<file path="src/rtl/sliding_window_median_alarm_assert.svh">
// ----------------------------------------------------------------------------
// Assertion macros for the sliding window median alarm
// Shared property wrappers that report failures through $error.
// ----------------------------------------------------------------------------
`ifndef SLIDING_WINDOW_MEDIAN_ALARM_ASSERT_SVH
`define SLIDING_WINDOW_MEDIAN_ALARM_ASSERT_SVH

// The consequent must hold in the same cycle as the antecedent.
`define SWMA_ASSERT_SAME(label, clk, rst, ante, cons) \
   label: assert property (@(posedge clk) disable iff (rst) (ante) |-> (cons)) \
      else $error("same-cycle check failed");

// The consequent must hold in the cycle after the antecedent.
`define SWMA_ASSERT_NEXT(label, clk, rst, ante, cons) \
   label: assert property (@(posedge clk) disable iff (rst) (ante) |=> (cons)) \
      else $error("next-cycle check failed");

`endif

</file>
<file path="src/rtl/swma_pkg.sv">
// ----------------------------------------------------------------------------
// Sliding window median alarm package
// Sizes, register map and the types shared by the sorted cell chain.
// ----------------------------------------------------------------------------
`default_nettype none

package swma_pkg;

   localparam int WINDOW      = 64;
   localparam int DATA_W      = 32;
   localparam int CNT_W       = $clog2(WINDOW + 1);
   localparam int PTR_W       = $clog2(WINDOW);
   localparam int CNT_OUT_W   = 7;
   localparam int CNT_EXT_W   = (CNT_W > CNT_OUT_W) ? CNT_W : CNT_OUT_W;
   localparam int MIN_SAMPLES = 5;

   // Median selection tree: groups of GROUP_SIZE cells are reduced first.
   localparam int GROUP_SIZE  = 8;
   localparam int NUM_GROUPS  = (WINDOW + GROUP_SIZE - 1) / GROUP_SIZE;

   localparam int THR_W       = 31;
   localparam logic [THR_W-1:0] THR_RESET = THR_W'(600);

   localparam int CSR_ADDR_W  = 2;
   localparam int CSR_DATA_W  = 32;
   localparam logic [CSR_ADDR_W-1:0] ADDR_WARN_THRESHOLD = CSR_ADDR_W'(0);

   localparam int REQ_DATA_W  = 32;
   localparam int RSP_DATA_W  = 40;

   localparam logic signed [DATA_W-1:0] MOST_NEGATIVE = {1'b1, {(DATA_W-1){1'b0}}};

   // One entry of the sorted chain.
   typedef struct packed {
      logic                     valid;
      logic signed [DATA_W-1:0] value;
   } cell_entry_type;

   // Broadcast command to every cell of the chain.
   typedef struct packed {
      logic                     remove;
      logic                     insert;
      logic signed [DATA_W-1:0] key;
   } cell_ctrl_type;

endpackage

`default_nettype wire

</file>
<file path="src/rtl/swma_cell.sv">
// ----------------------------------------------------------------------------
// Sorted chain cell
// Holds one entry of the ascending window and trades it with its neighbors.
// ----------------------------------------------------------------------------
`default_nettype none

module swma_cell (
   input  wire                               clock,
   input  wire                               reset,
   input  wire swma_pkg::cell_ctrl_type      ctrl,
   input  wire swma_pkg::cell_entry_type     left,
   input  wire swma_pkg::cell_entry_type     right,
   input  wire                               sel,
   output swma_pkg::cell_entry_type          q,
   output logic [swma_pkg::DATA_W-1:0]       gated
);

   logic                               valid_ff, valid_in;
   logic signed [swma_pkg::DATA_W-1:0] value_ff, value_in;

   always_comb begin
      valid_in = valid_ff;
      value_in = value_ff;
      if (ctrl.remove) begin
         // Every entry at or above the evicted value moves down by one place,
         // which drops exactly one copy of it.
         if (valid_ff && (value_ff >= ctrl.key)) begin
            valid_in = right.valid;
            value_in = right.value;
         end
      end else if (ctrl.insert) begin
         priority if ((valid_ff && (value_ff <= ctrl.key)) || (!valid_ff && !left.valid)) begin
            valid_in = valid_ff;
         end else if (left.valid && (left.value > ctrl.key)) begin
            valid_in = 1'b1;
            value_in = left.value;
         end else begin
            valid_in = 1'b1;
            value_in = ctrl.key;
         end
      end
   end

   always_ff @(posedge clock) begin
      if (reset) begin
         valid_ff <= 1'b0;
      end else begin
         valid_ff <= valid_in;
      end
      value_ff <= value_in;
   end

   assign q.valid = valid_ff;
   assign q.value = value_ff;
   assign gated   = sel ? value_ff : '0;

endmodule

`default_nettype wire

</file>
<file path="config.mk">
export PLATFORM = sky130hd
export DESIGN_NAME = swma_cell
export DESIGN_NICKNAME = d
export VERILOG_FILES = /design/src/rtl/sliding_window_median_alarm_assert.svh /design/src/rtl/swma_pkg.sv /design/src/rtl/swma_cell.sv
export SDC_FILE = /design/constraint.sdc
export NUM_CORES = 1
export LEC_CHECK = 0
export ABC_CLOCK_PERIOD_IN_PS = 8700
export BUFFER_PORTS_ARGS = -buffer_cell sky130_fd_sc_hd__buf_2
export CAP_MARGIN = 20
export CORE_MARGIN = 5
export CORE_UTILIZATION = 35
export DETAILED_ROUTE_END_ITERATION = 16
export GPL_ROUTABILITY_DRIVEN = 0
export PLACE_DENSITY = 0.71
export SETUP_SLACK_MARGIN = 0.4
export SYNTH_ARGS = -nofsm -noshare
export SYNTH_HDL_FRONTEND = slang
export SYNTH_SLANG_ARGS = --single-unit
</file>
<file path="constraint.sdc">
create_clock -name clock -period 8.7 [get_ports clock]
set_input_delay 1.305 -clock clock [delete_from_list [all_inputs] [get_ports clock]]
set_output_delay 1.305 -clock clock [all_outputs]
set_load 0.02 [all_outputs]
</file>
==> metrics.txt, run 1 <==
status finished, final reports clean; capturing instance or port of the critical path value_ff[7]; drt pass-1 iters 4; compound-gate portion of the synthesized area 15.13%; mux cell area share after synthesis 9.114%; # setup viols final 0; reg-to-reg setup timing slack 5280 ps; area delta synth->final 28.48%; R2R Path Start value_ff[30]; cts bufs inserted 5; synthesized area divided by synthesized cell count 9.058 µm²; number of antenna violations at the first check in global routing 3; Seq/Total Area, Yosys 27.91%; remaining routing DRC violations 0; routing usage on met2 30.89%; number of I/O port buffers 167; worst ir drop on vdd 0.00005640 V; kind of critical path input port to register; unrepaired setup endpoints after global routing no; Detailed Route Iter0 Violations 109; Clock Skews 6.015 ps; number of global-route vias before repair 3503; clock edge transition at the registers on the reported setup and hold paths 60 ps; area enclosed by the die boundary 12150 µm²; Root Driver sky130_fd_sc_hd__clkbuf_8; post-synthesis cell count 388; met1 layer usage reported by global route 20.45%; DR vias/cell 4.933; xor-xnor portion of the synthesized cell area 0%; number of distinct library cells after synthesis 39; buffer levels on the longest clock path 2; detailed-route via count 3369; dominant combinational cell family by area after synthesis adder cells; summed negative setup slack over all endpoints 0 ps; share of post-route cells with drive strength above 1 33.21%; worst-skew pair later-pin latency 280 ps; setup repair bufs after CTS 0; post-layout utilization of the core 46.20%; Core Rows 36; Die Span Y 110.2 µm; horizontal die dimension 110.2 µm; placeable core region 9774 µm²; upper clock frequency limit 241.0 MHz; Critical Path Sink Type register; count of yosys warnings during synthesis 0; maximum number of pins on one net before global-route repair 67; number of cells on the worst reg-to-reg path 9; Max transition margin 27.63%; actual transition at the worst max-transition pin 1086 ps; global-route wire length before repair 16270 µm; mean routed wirelength per cell 15.21 µm; clock sinks 33; starting density of the core 35.96%; cell area after synthesis 3515 µm²; H-Tree Depth 2; post-detail-place hpwl 8710 µm; worst setup path startpoint ctrl[29]; number of storage elements in the synthesis netlist 33; Power Dens Cells 109.5 nW/µm²; worst-path maximum fanout 18; final period demand of the worst path 4150 ps; number of pins exceeding their max-slew limit in the final report 0; post-route total power 494.5 µW; met3 track demand over resource in global routing 3.436%; CTS tree done; category of the worst setup path launch point input port; most used routing layer met2; Hold Path Class register to register; required time of the critical path 8660 ps; arrival time of the worst setup path 4110 ps; Leakage Power 2.331 nW; total wire length 10390 µm; Routed Antenna Nets 0; number of max-capacitance violations reported 0; synthesized net count 555; GRT Resource Usage Total 17.11%; Synth Area in Simple Gates 17.69%; total of hold buffers inserted after clock tree synthesis 0; r2r endpoint value_ff[7]; final hold violation count 0; fraction of the mapped netlist area in adder cells 22.78%; I/O pins 168; number of nets in the layout 716; sum of overflow across all layers after global routing 0; number of instances resized during post-cts repair 0; Final period util 47.70%
[worst max-delay path: stages]
cell and delay (ps):
sky130_fd_sc_hd__buf_2 90, sky130_fd_sc_hd__inv_1 50, sky130_fd_sc_hd__ha_1 290, sky130_fd_sc_hd__nand3_1 90
sky130_fd_sc_hd__or2_1 250, sky130_fd_sc_hd__or3_1 430, sky130_fd_sc_hd__nor3_1 210, sky130_fd_sc_hd__nand2_1 80
sky130_fd_sc_hd__a32oi_1 260, sky130_fd_sc_hd__a31o_1 650, sky130_fd_sc_hd__buf_4 400
[cell usage in the layout, fill, tap and decap left out, types with 2 or more instances in the layout]
| cell type | netlist | routed |
|---|---|---|
| sky130_fd_sc_hd__buf_2 | 0 | 167 |
| sky130_fd_sc_hd__clkbuf_8 | 0 | 5 |
| sky130_fd_sc_hd__nor3_1 | 2 | 2 |
| sky130_fd_sc_hd__mux2i_1 | 32 | 32 |
| sky130_fd_sc_hd__a31oi_1 | 3 | 3 |
| sky130_fd_sc_hd__o21ai_0 | 5 | 5 |
| sky130_fd_sc_hd__a21oi_1 | 54 | 54 |
| sky130_fd_sc_hd__ha_1 | 64 | 64 |
| sky130_fd_sc_hd__o22ai_1 | 2 | 2 |
| sky130_fd_sc_hd__nand4_1 | 9 | 9 |
| sky130_fd_sc_hd__or3_1 | 2 | 2 |
| sky130_fd_sc_hd__nor2_1 | 40 | 40 |
| sky130_fd_sc_hd__nand2_1 | 16 | 16 |
| sky130_fd_sc_hd__nand3_1 | 3 | 3 |
| sky130_fd_sc_hd__diode_2 | 0 | 2 |
| sky130_fd_sc_hd__a31o_1 | 2 | 2 |
| sky130_fd_sc_hd__nor2b_1 | 2 | 2 |
| sky130_fd_sc_hd__a21o_1 | 15 | 15 |
| sky130_fd_sc_hd__inv_1 | 38 | 37 |
| sky130_fd_sc_hd__and2_1 | 32 | 32 |
| sky130_fd_sc_hd__edfxtp_1 | 32 | 32 |
| sky130_fd_sc_hd__o21ai_1 | 3 | 3 |
| sky130_fd_sc_hd__nand4_2 | 2 | 2 |
[kinds of logic (layout without fill, tap and decap cells)]
kind of cell | after synthesis | after routing
AO/OA/AOI/OAI | 91 | 91
adder cells (fa/ha/maj) | 64 | 64
buffers and inverters | 53 | 213
flip-flops | 33 | 33
multiplexers | 32 | 32
other | 0 | 2
AND/OR/NAND/NOR | 115 | 115
[layer usage]
metal / up-vias / share of wire [%]
met5: - / 0.13
met4: 2 / 1.5
met3: 12 / 7.8
met2: 134 / 48
met1: 1503 / 42
li1: 1718 / -
[where the power goes]
group,leakage (nW),switching [mW],internal [mW],total (mW)
Clock,0.0399,0.0538,0.0526,0.106
Sequential,0.301,0.00679,0.188,0.195
Combinational,1.99,0.110,0.0833,0.194
[worst min-delay path by stage]
stage	slack, ps	startpoint	cells past startpoint	to
2_1_floorplan	490	valid_ff	1	valid_ff
3_3_place_gp	520	valid_ff	1	valid_ff
3_5_place_dp	540	valid_ff	1	valid_ff
4_1_cts	540	valid_ff	1	valid_ff
5_1_grt	570	valid_ff	1	valid_ff
6_report	560	valid_ff	1	valid_ff
[stage by stage]
stage / area, µm² / setup WS [ps] / hold WS, ps / cells
floorplan: 3515 / 4669 / 489.3 / 388
finish: 4516 / 4550 / 555.0 / 683
detailed placement: 4409 / 4206 / 536.7 / 674
global route: 4516 / 4186 / 570.5 / 683
CTS: 4483 / 4503 / 543.4 / 680
global placement: 4409 / 4210 / 522.2 / 674
[synthesized netlist by cell type]
cell type                  instances  area share [%]
sky130_fd_sc_hd__nor2_1           40             4.3
sky130_fd_sc_hd__a31oi_1           3            0.53
sky130_fd_sc_hd__a21o_1           15             3.2
sky130_fd_sc_hd__o21ai_1           3            0.43
sky130_fd_sc_hd__o21ai_0           5            0.71
sky130_fd_sc_hd__a32oi_1           1            0.25
sky130_fd_sc_hd__a21oi_1          54             7.7
sky130_fd_sc_hd__and2_1           32             5.7
sky130_fd_sc_hd__buf_4             1            0.21
sky130_fd_sc_hd__nor4_4            1            0.61
sky130_fd_sc_hd__clkbuf_1         10             1.1
sky130_fd_sc_hd__nand3_1           3            0.43
sky130_fd_sc_hd__nor3_1            2            0.28
sky130_fd_sc_hd__mux2i_1          32             9.1
sky130_fd_sc_hd__ha_1             64              23
sky130_fd_sc_hd__o2111a_1          1            0.32
sky130_fd_sc_hd__o22ai_1           2            0.36
sky130_fd_sc_hd__dfxtp_1           1            0.57
sky130_fd_sc_hd__nand4_4           1            0.61
sky130_fd_sc_hd__buf_12            3             1.7
sky130_fd_sc_hd__a311oi_1          1            0.25
sky130_fd_sc_hd__o41ai_1           1            0.25
sky130_fd_sc_hd__inv_1            38             4.1
sky130_fd_sc_hd__or2_1             1            0.18
sky130_fd_sc_hd__nand2_1          16             1.7
sky130_fd_sc_hd__buf_6             1            0.32
sky130_fd_sc_hd__a22oi_1           1            0.21
sky130_fd_sc_hd__nor4bb_1          1            0.28
sky130_fd_sc_hd__edfxtp_1         32              27
sky130_fd_sc_hd__nand4_1           9             1.6
sky130_fd_sc_hd__nand2b_1          1            0.18
sky130_fd_sc_hd__a31o_1            2            0.50
sky130_fd_sc_hd__or3_1             2            0.36
sky130_fd_sc_hd__nand4_2           2            0.71
sky130_fd_sc_hd__nor2b_2           1            0.25
sky130_fd_sc_hd__a211oi_1          1            0.21
sky130_fd_sc_hd__nor4_1            1            0.18
sky130_fd_sc_hd__nor2b_1           2            0.36
sky130_fd_sc_hd__o21a_1            1            0.21
[flip-flops by register name, summed over array words and instances (netlist names)]
| signal | cells |
|---|---|
| valid_ff | 1 |
| value_ff | 32 |
[cell type report]
class | count | area [µm²]
fillers | 986 | 5259
multi-input cells | 302 | 2276
flip-flops and latches | 33 | 980.9
repair buffers | 169 | 870.8
well taps | 133 | 166.4
inverters | 38 | 142.6
clock buffers | 5 | 68.82
clock inverters | 1 | 5.005
diodes | 2 | 5.005
Note: power is estimated with default switching activity, not from simulation.
==> run 2, diff against run 1 <==
- ABC_CLOCK_PERIOD_IN_PS: 8700 -> 3900
- clock period: 8.7 -> 3.9 ns (I/O delays scaled with it)
==> metrics.txt, run 2 (same netlist as run 1, synthesis figures left out) <==
number of antenna repair diodes 0 (-2); final hold violation count 0 (unchanged); routed length on met2 5200 µm (+4.0%); status finished, final reports clean; worst-skew pair later-pin latency 290 ps (about the same); highest metal layer with signal wires met4; sequential group share of total power 35.6% (-3.7 points); number of cells on the worst reg-to-reg path 9 (unchanged); setup repair bufs after CTS 0 (unchanged); number of max-capacitance violations reported 0 (unchanged); r2r endpoint value_ff[12]; Critical Path Sink Type register; reg-to-reg setup timing slack 950 ps (-4330 ps); area delta synth->final 30.12%; R2R Path Start value_ff[29]; hold path startpoint reset; capture endpoint of the worst hold path valid_ff; share of post-route cells with drive strength above 1 33.51% (+0.30 points); amount of wire on met3 after detailed routing 802 µm (-0.74%); starting density of the core 35.96% (unchanged); total wire length 10480 µm (+0.90%); actual transition at the worst max-transition pin 598.3 ps (-487.2 ps); drt pass-1 iters 4 (unchanged); filler cell count 996 (+1.0%); Power Dens Cells 266.1 nW/µm² (+140%); Leakage Power 2.360 nW (+1.3%); number of I/O port buffers 167 (unchanged); Clock Skews 4.724 ps (-1.291 ps); switching pwr 401.5 µW (+140%); cts bufs inserted 5 (unchanged); number of pins exceeding their max-slew limit in the final report 0 (unchanged); clock sinks 33 (unchanged); combinational group share of total power 35.8% (-3.3 points); remaining routing DRC violations 0 (unchanged); required time of the critical path 3930 ps (-4730 ps); arrival time of the worst setup path 3180 ps (-930 ps); number of instances on the worst hold path 2 (+1); CTS tree done; Routed Antenna Nets 0 (unchanged); placeable core region 9774 µm² (unchanged); post-detail-place hpwl 8795 µm (+0.97%); clock edge transition at the registers on the reported setup and hold paths 70 ps (about the same); upper clock frequency limit 317.4 MHz; leading cell types in the layout, fill and taps excluded sky130_fd_sc_hd__buf_2, sky130_fd_sc_hd__ha_1, sky130_fd_sc_hd__a21oi_1, sky130_fd_sc_hd__nor2_1, sky130_fd_sc_hd__inv_1; Die Span Y 110.2 µm (unchanged); Final period util 80.77%; GRT Resource Usage Total 17.21% (+0.098 points); DR vias/cell 4.905 (-0.56%); mean routed wirelength per cell 15.30 µm (+0.61%); Post-Route Hold Slack 454.4 ps (-100.6 ps); number of instances resized during post-cts repair 0 (unchanged); category of the worst setup path launch point input port; number of global-route vias before repair 3429 (-2.1%); internal power component 815.4 µW (+150%); sum of overflow across all layers after global routing 0 (unchanged); power share of the clock group 28.7% (+7.2 points); kind of critical path input port to register; Crit path largest cell delay 580 ps (-70 ps); buffer levels on the longest clock path 2 (unchanged); crit path cell chain buf_2, inv_1, ha_1, nand4_2, nor4_1, o21ai_0, a31oi_1, o2111a_2, buf_12, mux2i_1, a21oi_1; horizontal die dimension 110.2 µm (unchanged); max FFs per register 32 (unchanged); maximum number of pins on one net before global-route repair 67 (unchanged); wire length on met1 4356 µm (-1.3%); number of antenna violations at the first check in global routing 0 (-3); Root Driver sky130_fd_sc_hd__clkbuf_8; cell type of the slowest stage on the worst timing path sky130_fd_sc_hd__nor4_1; worst ir drop on vdd 0.0001450 V (+160%); number of nets in the layout 718 (+0.28%); sw frac 32.99% (-1.6 points); Core Rows 36 (unchanged); final period demand of the worst path 3150 ps; detailed-route via count 3360 (-0.27%); area enclosed by the die boundary 12150 µm² (unchanged); Max transition margin 59.74% (+32 points); Regs by FF count value_ff x32, valid_ff x1; total of hold buffers inserted after clock tree synthesis 0 (unchanged); # setup viols final 0 (unchanged); H-Tree Depth 2 (unchanged); largest register by flop count value_ff; Detailed Route Iter0 Violations 76 (-30%); most common cell after layout, fill and taps aside sky130_fd_sc_hd__buf_2; Hold Path Class input port to register; worst-path maximum fanout 22 (+4); global-route wire length before repair 16280 µm (about the same); I/O pins 168 (unchanged); post-route total power 1.217 mW (+150%); summed negative setup slack over all endpoints 0 ps (unchanged); unrepaired setup endpoints after global routing no
## run 2: changes by cell type in the layout (fill, tap and decap cells not counted), sizes merged
cell and change:
buf +2, diode -2, bufinv +1, clkinv -1, clkbuf +2
## run 2: final cells by class
class	count	area (µm²)	share of cell area, %
Tap cell	133	166.4	3.639
Inverter	38	142.6	3.119
Sequential cell	33	980.9	21.45
Timing Repair Buffer	171	890.9	19.48
Multi-Input combinational cell	302	2276	49.77
Clock inverter	1	30.03	0.6566
Clock buffer	7	86.33	1.888
## run 2: worst max-delay path by stage
stage | from | endpoint | slack (ps) | cells after the start
CTS | ctrl[14] | value_ff[6] | 780 | 11
floorplan | ctrl[30] | value_ff[0] | 590 | 9
detailed placement | ctrl[14] | value_ff[6] | 480 | 11
global placement | ctrl[14] | value_ff[7] | 470 | 11
global route | ctrl[11] | value_ff[4] | 540 | 11
finish | ctrl[14] | value_ff[19] | 750 | 11
## run 2: per-stage QoR
stage / area, µm² / std cells / setup WS, ps / utilization (%)
2_1_floorplan: 3515 / 388 / 589.3 / -
3_3_place_gp: 4437 / 676 / 467.0 / 45.39
3_5_place_dp: 4437 / 676 / 477.4 / 45.39
4_1_cts: 4553 / 684 / 782.3 / 46.58
5_1_grt: 4573 / 685 / 539.8 / 46.79
6_report: 4573 / 685 / 749.8 / 46.79
## run 2: power by group through the flow
stage          logic [mW]  clock network, mW  registers, mW
6_report            0.435              0.349          0.433
5_1_grt             0.490              0.369          0.435
4_1_cts             0.438              0.359          0.433
3_5_place_dp        0.436                  0          0.441
3_3_place_gp        0.423                  0          0.440
2_1_floorplan       0.270                  0          0.460
## run 2: critical path: cells and delay by family
kind / cells / cell delay (ps)
buffers and inverters: 3 / 390
adders and majority gates: 1 / 340
muxes: 1 / 200
and+or+nand+nor: 2 / 720
AOI/OAI and AO/OA: 4 / 920
## run 2: routing by layer
metal / vias to the layer above / global-route usage (%)
met5: - / 0
li1: 1726 / -
met4: 0 / 4.398
met3: 8 / 3.203
met1: 1506 / 20.92
met2: 120 / 31.15
==> run 3, diff against run 2 <==
- ABC_CLOCK_PERIOD_IN_PS: 3900 -> 3000
- clock period: 3.9 -> 3 ns (I/O delays scaled with it)
==> metrics.txt, run 3 (same netlist as run 1, synthesis figures left out) <==
cts bufs inserted 5 (unchanged); number of instances on the worst hold path 2 (unchanged); final hold violation count 0 (unchanged); cell total after placement 678 (+0.30%); Core Rows 36 (unchanged); Detailed Route Iter0 Violations 141 (+86%); actual transition at the worst max-transition pin 709.0 ps (+110.6 ps); number of max-capacitance violations reported 0 (unchanged); combinational group share of total power 40.8% (+5.0 points); kind of critical path register to register; worst ir drop on vdd 0.0001593 V (+9.9%); sequential group share of total power 33.9% (-1.7 points); switching pwr 559.6 µW (+39%); reg-to-reg setup timing slack 280 ps (-670 ps); number of nets in the layout 732 (+1.9%); required time of the critical path 3010 ps (-920 ps); buffer levels on the longest clock path 2 (unchanged); CTS tree done; number of I/O port buffers 167 (unchanged); post-detail-place hpwl 8787 µm (about the same); Leakage Power 2.485 nW (+5.3%); number of antenna repair diodes 0 (unchanged); Routed Antenna Nets 0 (unchanged); number of global-route vias before repair 3517 (+2.6%); total of hold buffers inserted after clock tree synthesis 0 (unchanged); sum of overflow across all layers after global routing 0 (unchanged); detailed-route via count 3503 (+4.3%); filler cell count 922 (-7.4%); Clock Skews 10.12 ps (+5.395 ps); total area of multi-input combinational cells 2480 µm² (+9.0%); largest register by flop count value_ff; maximum number of pins on one net before global-route repair 45 (-33%); Regs by FF count value_ff x32, valid_ff x1; number of antenna violations at the first check in global routing 0 (unchanged); clock edge transition at the registers on the reported setup and hold paths 80 ps (about the same); # setup viols final 0 (unchanged); share of post-route cells with drive strength above 1 40.46% (+6.9 points); Final period util 90.68%; mean routed wirelength per cell 16.51 µm (+7.9%); drt pass-1 iters 4 (unchanged); number of pins exceeding their max-slew limit in the final report 0 (unchanged); max FFs per register 32 (unchanged); total wire length 11540 µm (+10%); post-layout utilization of the core 51.16% (+4.4 points); remaining routing DRC violations 0 (unchanged); r2r endpoint value_ff[15]; upper clock frequency limit 367.6 MHz; Critical Path Sink Type register; Hold Path Class input port to register; H-Tree Depth 2 (unchanged); DR vias/cell 5.011 (+2.2%); GRT Resource Usage Total 16.89% (-0.32 points); leading cell types in the layout, fill and taps excluded sky130_fd_sc_hd__buf_2, sky130_fd_sc_hd__ha_1, sky130_fd_sc_hd__a21oi_1, sky130_fd_sc_hd__nor2_1; area enclosed by the die boundary 12150 µm² (unchanged); most common cell after layout, fill and taps aside sky130_fd_sc_hd__buf_2; worst setup path startpoint value_ff[25]; Post-Route Hold Slack 347.8 ps (-106.6 ps); global-route wire length before repair 16280 µm (about the same); area delta synth->final 42.29%; unrepaired setup endpoints after global routing yes; total area of sequential cells 980.9 µm² (unchanged); category of the worst setup path launch point register; number of cells on the worst reg-to-reg path 9 (unchanged); worst-path maximum fanout 7 (-68%); status finished, final reports clean; worst-skew pair later-pin latency 290 ps (about the same); starting density of the core 35.96% (unchanged); summed negative setup slack over all endpoints 0 ps (unchanged); power share of the clock group 25.3% (-3.4 points); arrival time of the worst setup path 2730 ps (-450 ps); Cell Count, Final, Fillers Out 699 (+2.0%); final period demand of the worst path 2720 ps; clock sinks 33 (unchanged); I/O pins 168 (unchanged); capturing instance or port of the critical path value_ff[15]; Max transition margin 52.67% (-7.1 points); Die Span Y 110.2 µm (unchanged); placeable core region 9774 µm² (unchanged); sw frac 33.60% (+0.60 points); R2R Path Start value_ff[25]; internal power component 1.106 mW (+36%); Root Driver sky130_fd_sc_hd__clkbuf_8; Power Dens Cells 333.1 nW/µm² (+25%); horizontal die dimension 110.2 µm (unchanged)
run 3: final cells by class:
class	count	area share [%]
tap	133	3.328
inverter	38	2.852
clock buffer	6	1.451
timing repair buffer	185	22.49
multi-input combinational	302	49.59
clock inverter	2	0.6755
sequential	33	19.61
run 3: power groups by stage:
stage,clock network (mW),registers (mW),logic (mW)
2_1_floorplan,0,0.597,0.357
3_3_place_gp,0,0.573,0.572
3_5_place_dp,0,0.575,0.585
4_1_cts,0.429,0.564,0.593
5_1_grt,0.450,0.568,0.749
6_report,0.421,0.564,0.680
run 3: layer usage:
layer	track usage (%)	vias up	routed length [µm]
li1	-	1746	-
met1	21.15	1612	4880
met2	29.59	125	5724
met3	2.563	20	702
met4	5.717	0	235
met5	0	-	0
run 3: worst min path at each step:
stage	slack, ps	to	start
floorplan	510	valid_ff	valid_ff
global placement	560	valid_ff	valid_ff
detailed placement	570	valid_ff	valid_ff
CTS	340	valid_ff	reset
global route	340	valid_ff	reset
finish	350	valid_ff	reset
run 3: stage by stage:
stage | setup slack, ps | power, mW | area, µm²
CTS | 315.4 | 1.587 | 4654
detailed placement | 55.07 | 1.159 | 4522
finish | 279.6 | 1.666 | 5001
global route | 189.3 | 1.766 | 5001
floorplan | 298.2 | 0.9540 | 3547
global placement | 150.4 | 1.145 | 4522
run 3: critical path, stage by stage, from the launching register on:
cell and delay [ps]:
sky130_fd_sc_hd__edfxtp_1 480, sky130_fd_sc_hd__ha_4 320, sky130_fd_sc_hd__nand4_1 80, sky130_fd_sc_hd__or2_1 230, sky130_fd_sc_hd__or3_4 380, sky130_fd_sc_hd__o21ai_4 160, sky130_fd_sc_hd__nor3_2 60, sky130_fd_sc_hd__a32oi_2 260
sky130_fd_sc_hd__a31o_4 290, sky130_fd_sc_hd__clkbuf_16 180
run 3: what timing repair did:
item                       in CTS  in global routing
buffers inserted                1                  6
setup endpoints to repair      46                 64
gates cloned                    0                  6
pin swaps                       2                 20
gates resized for setup         2                 28
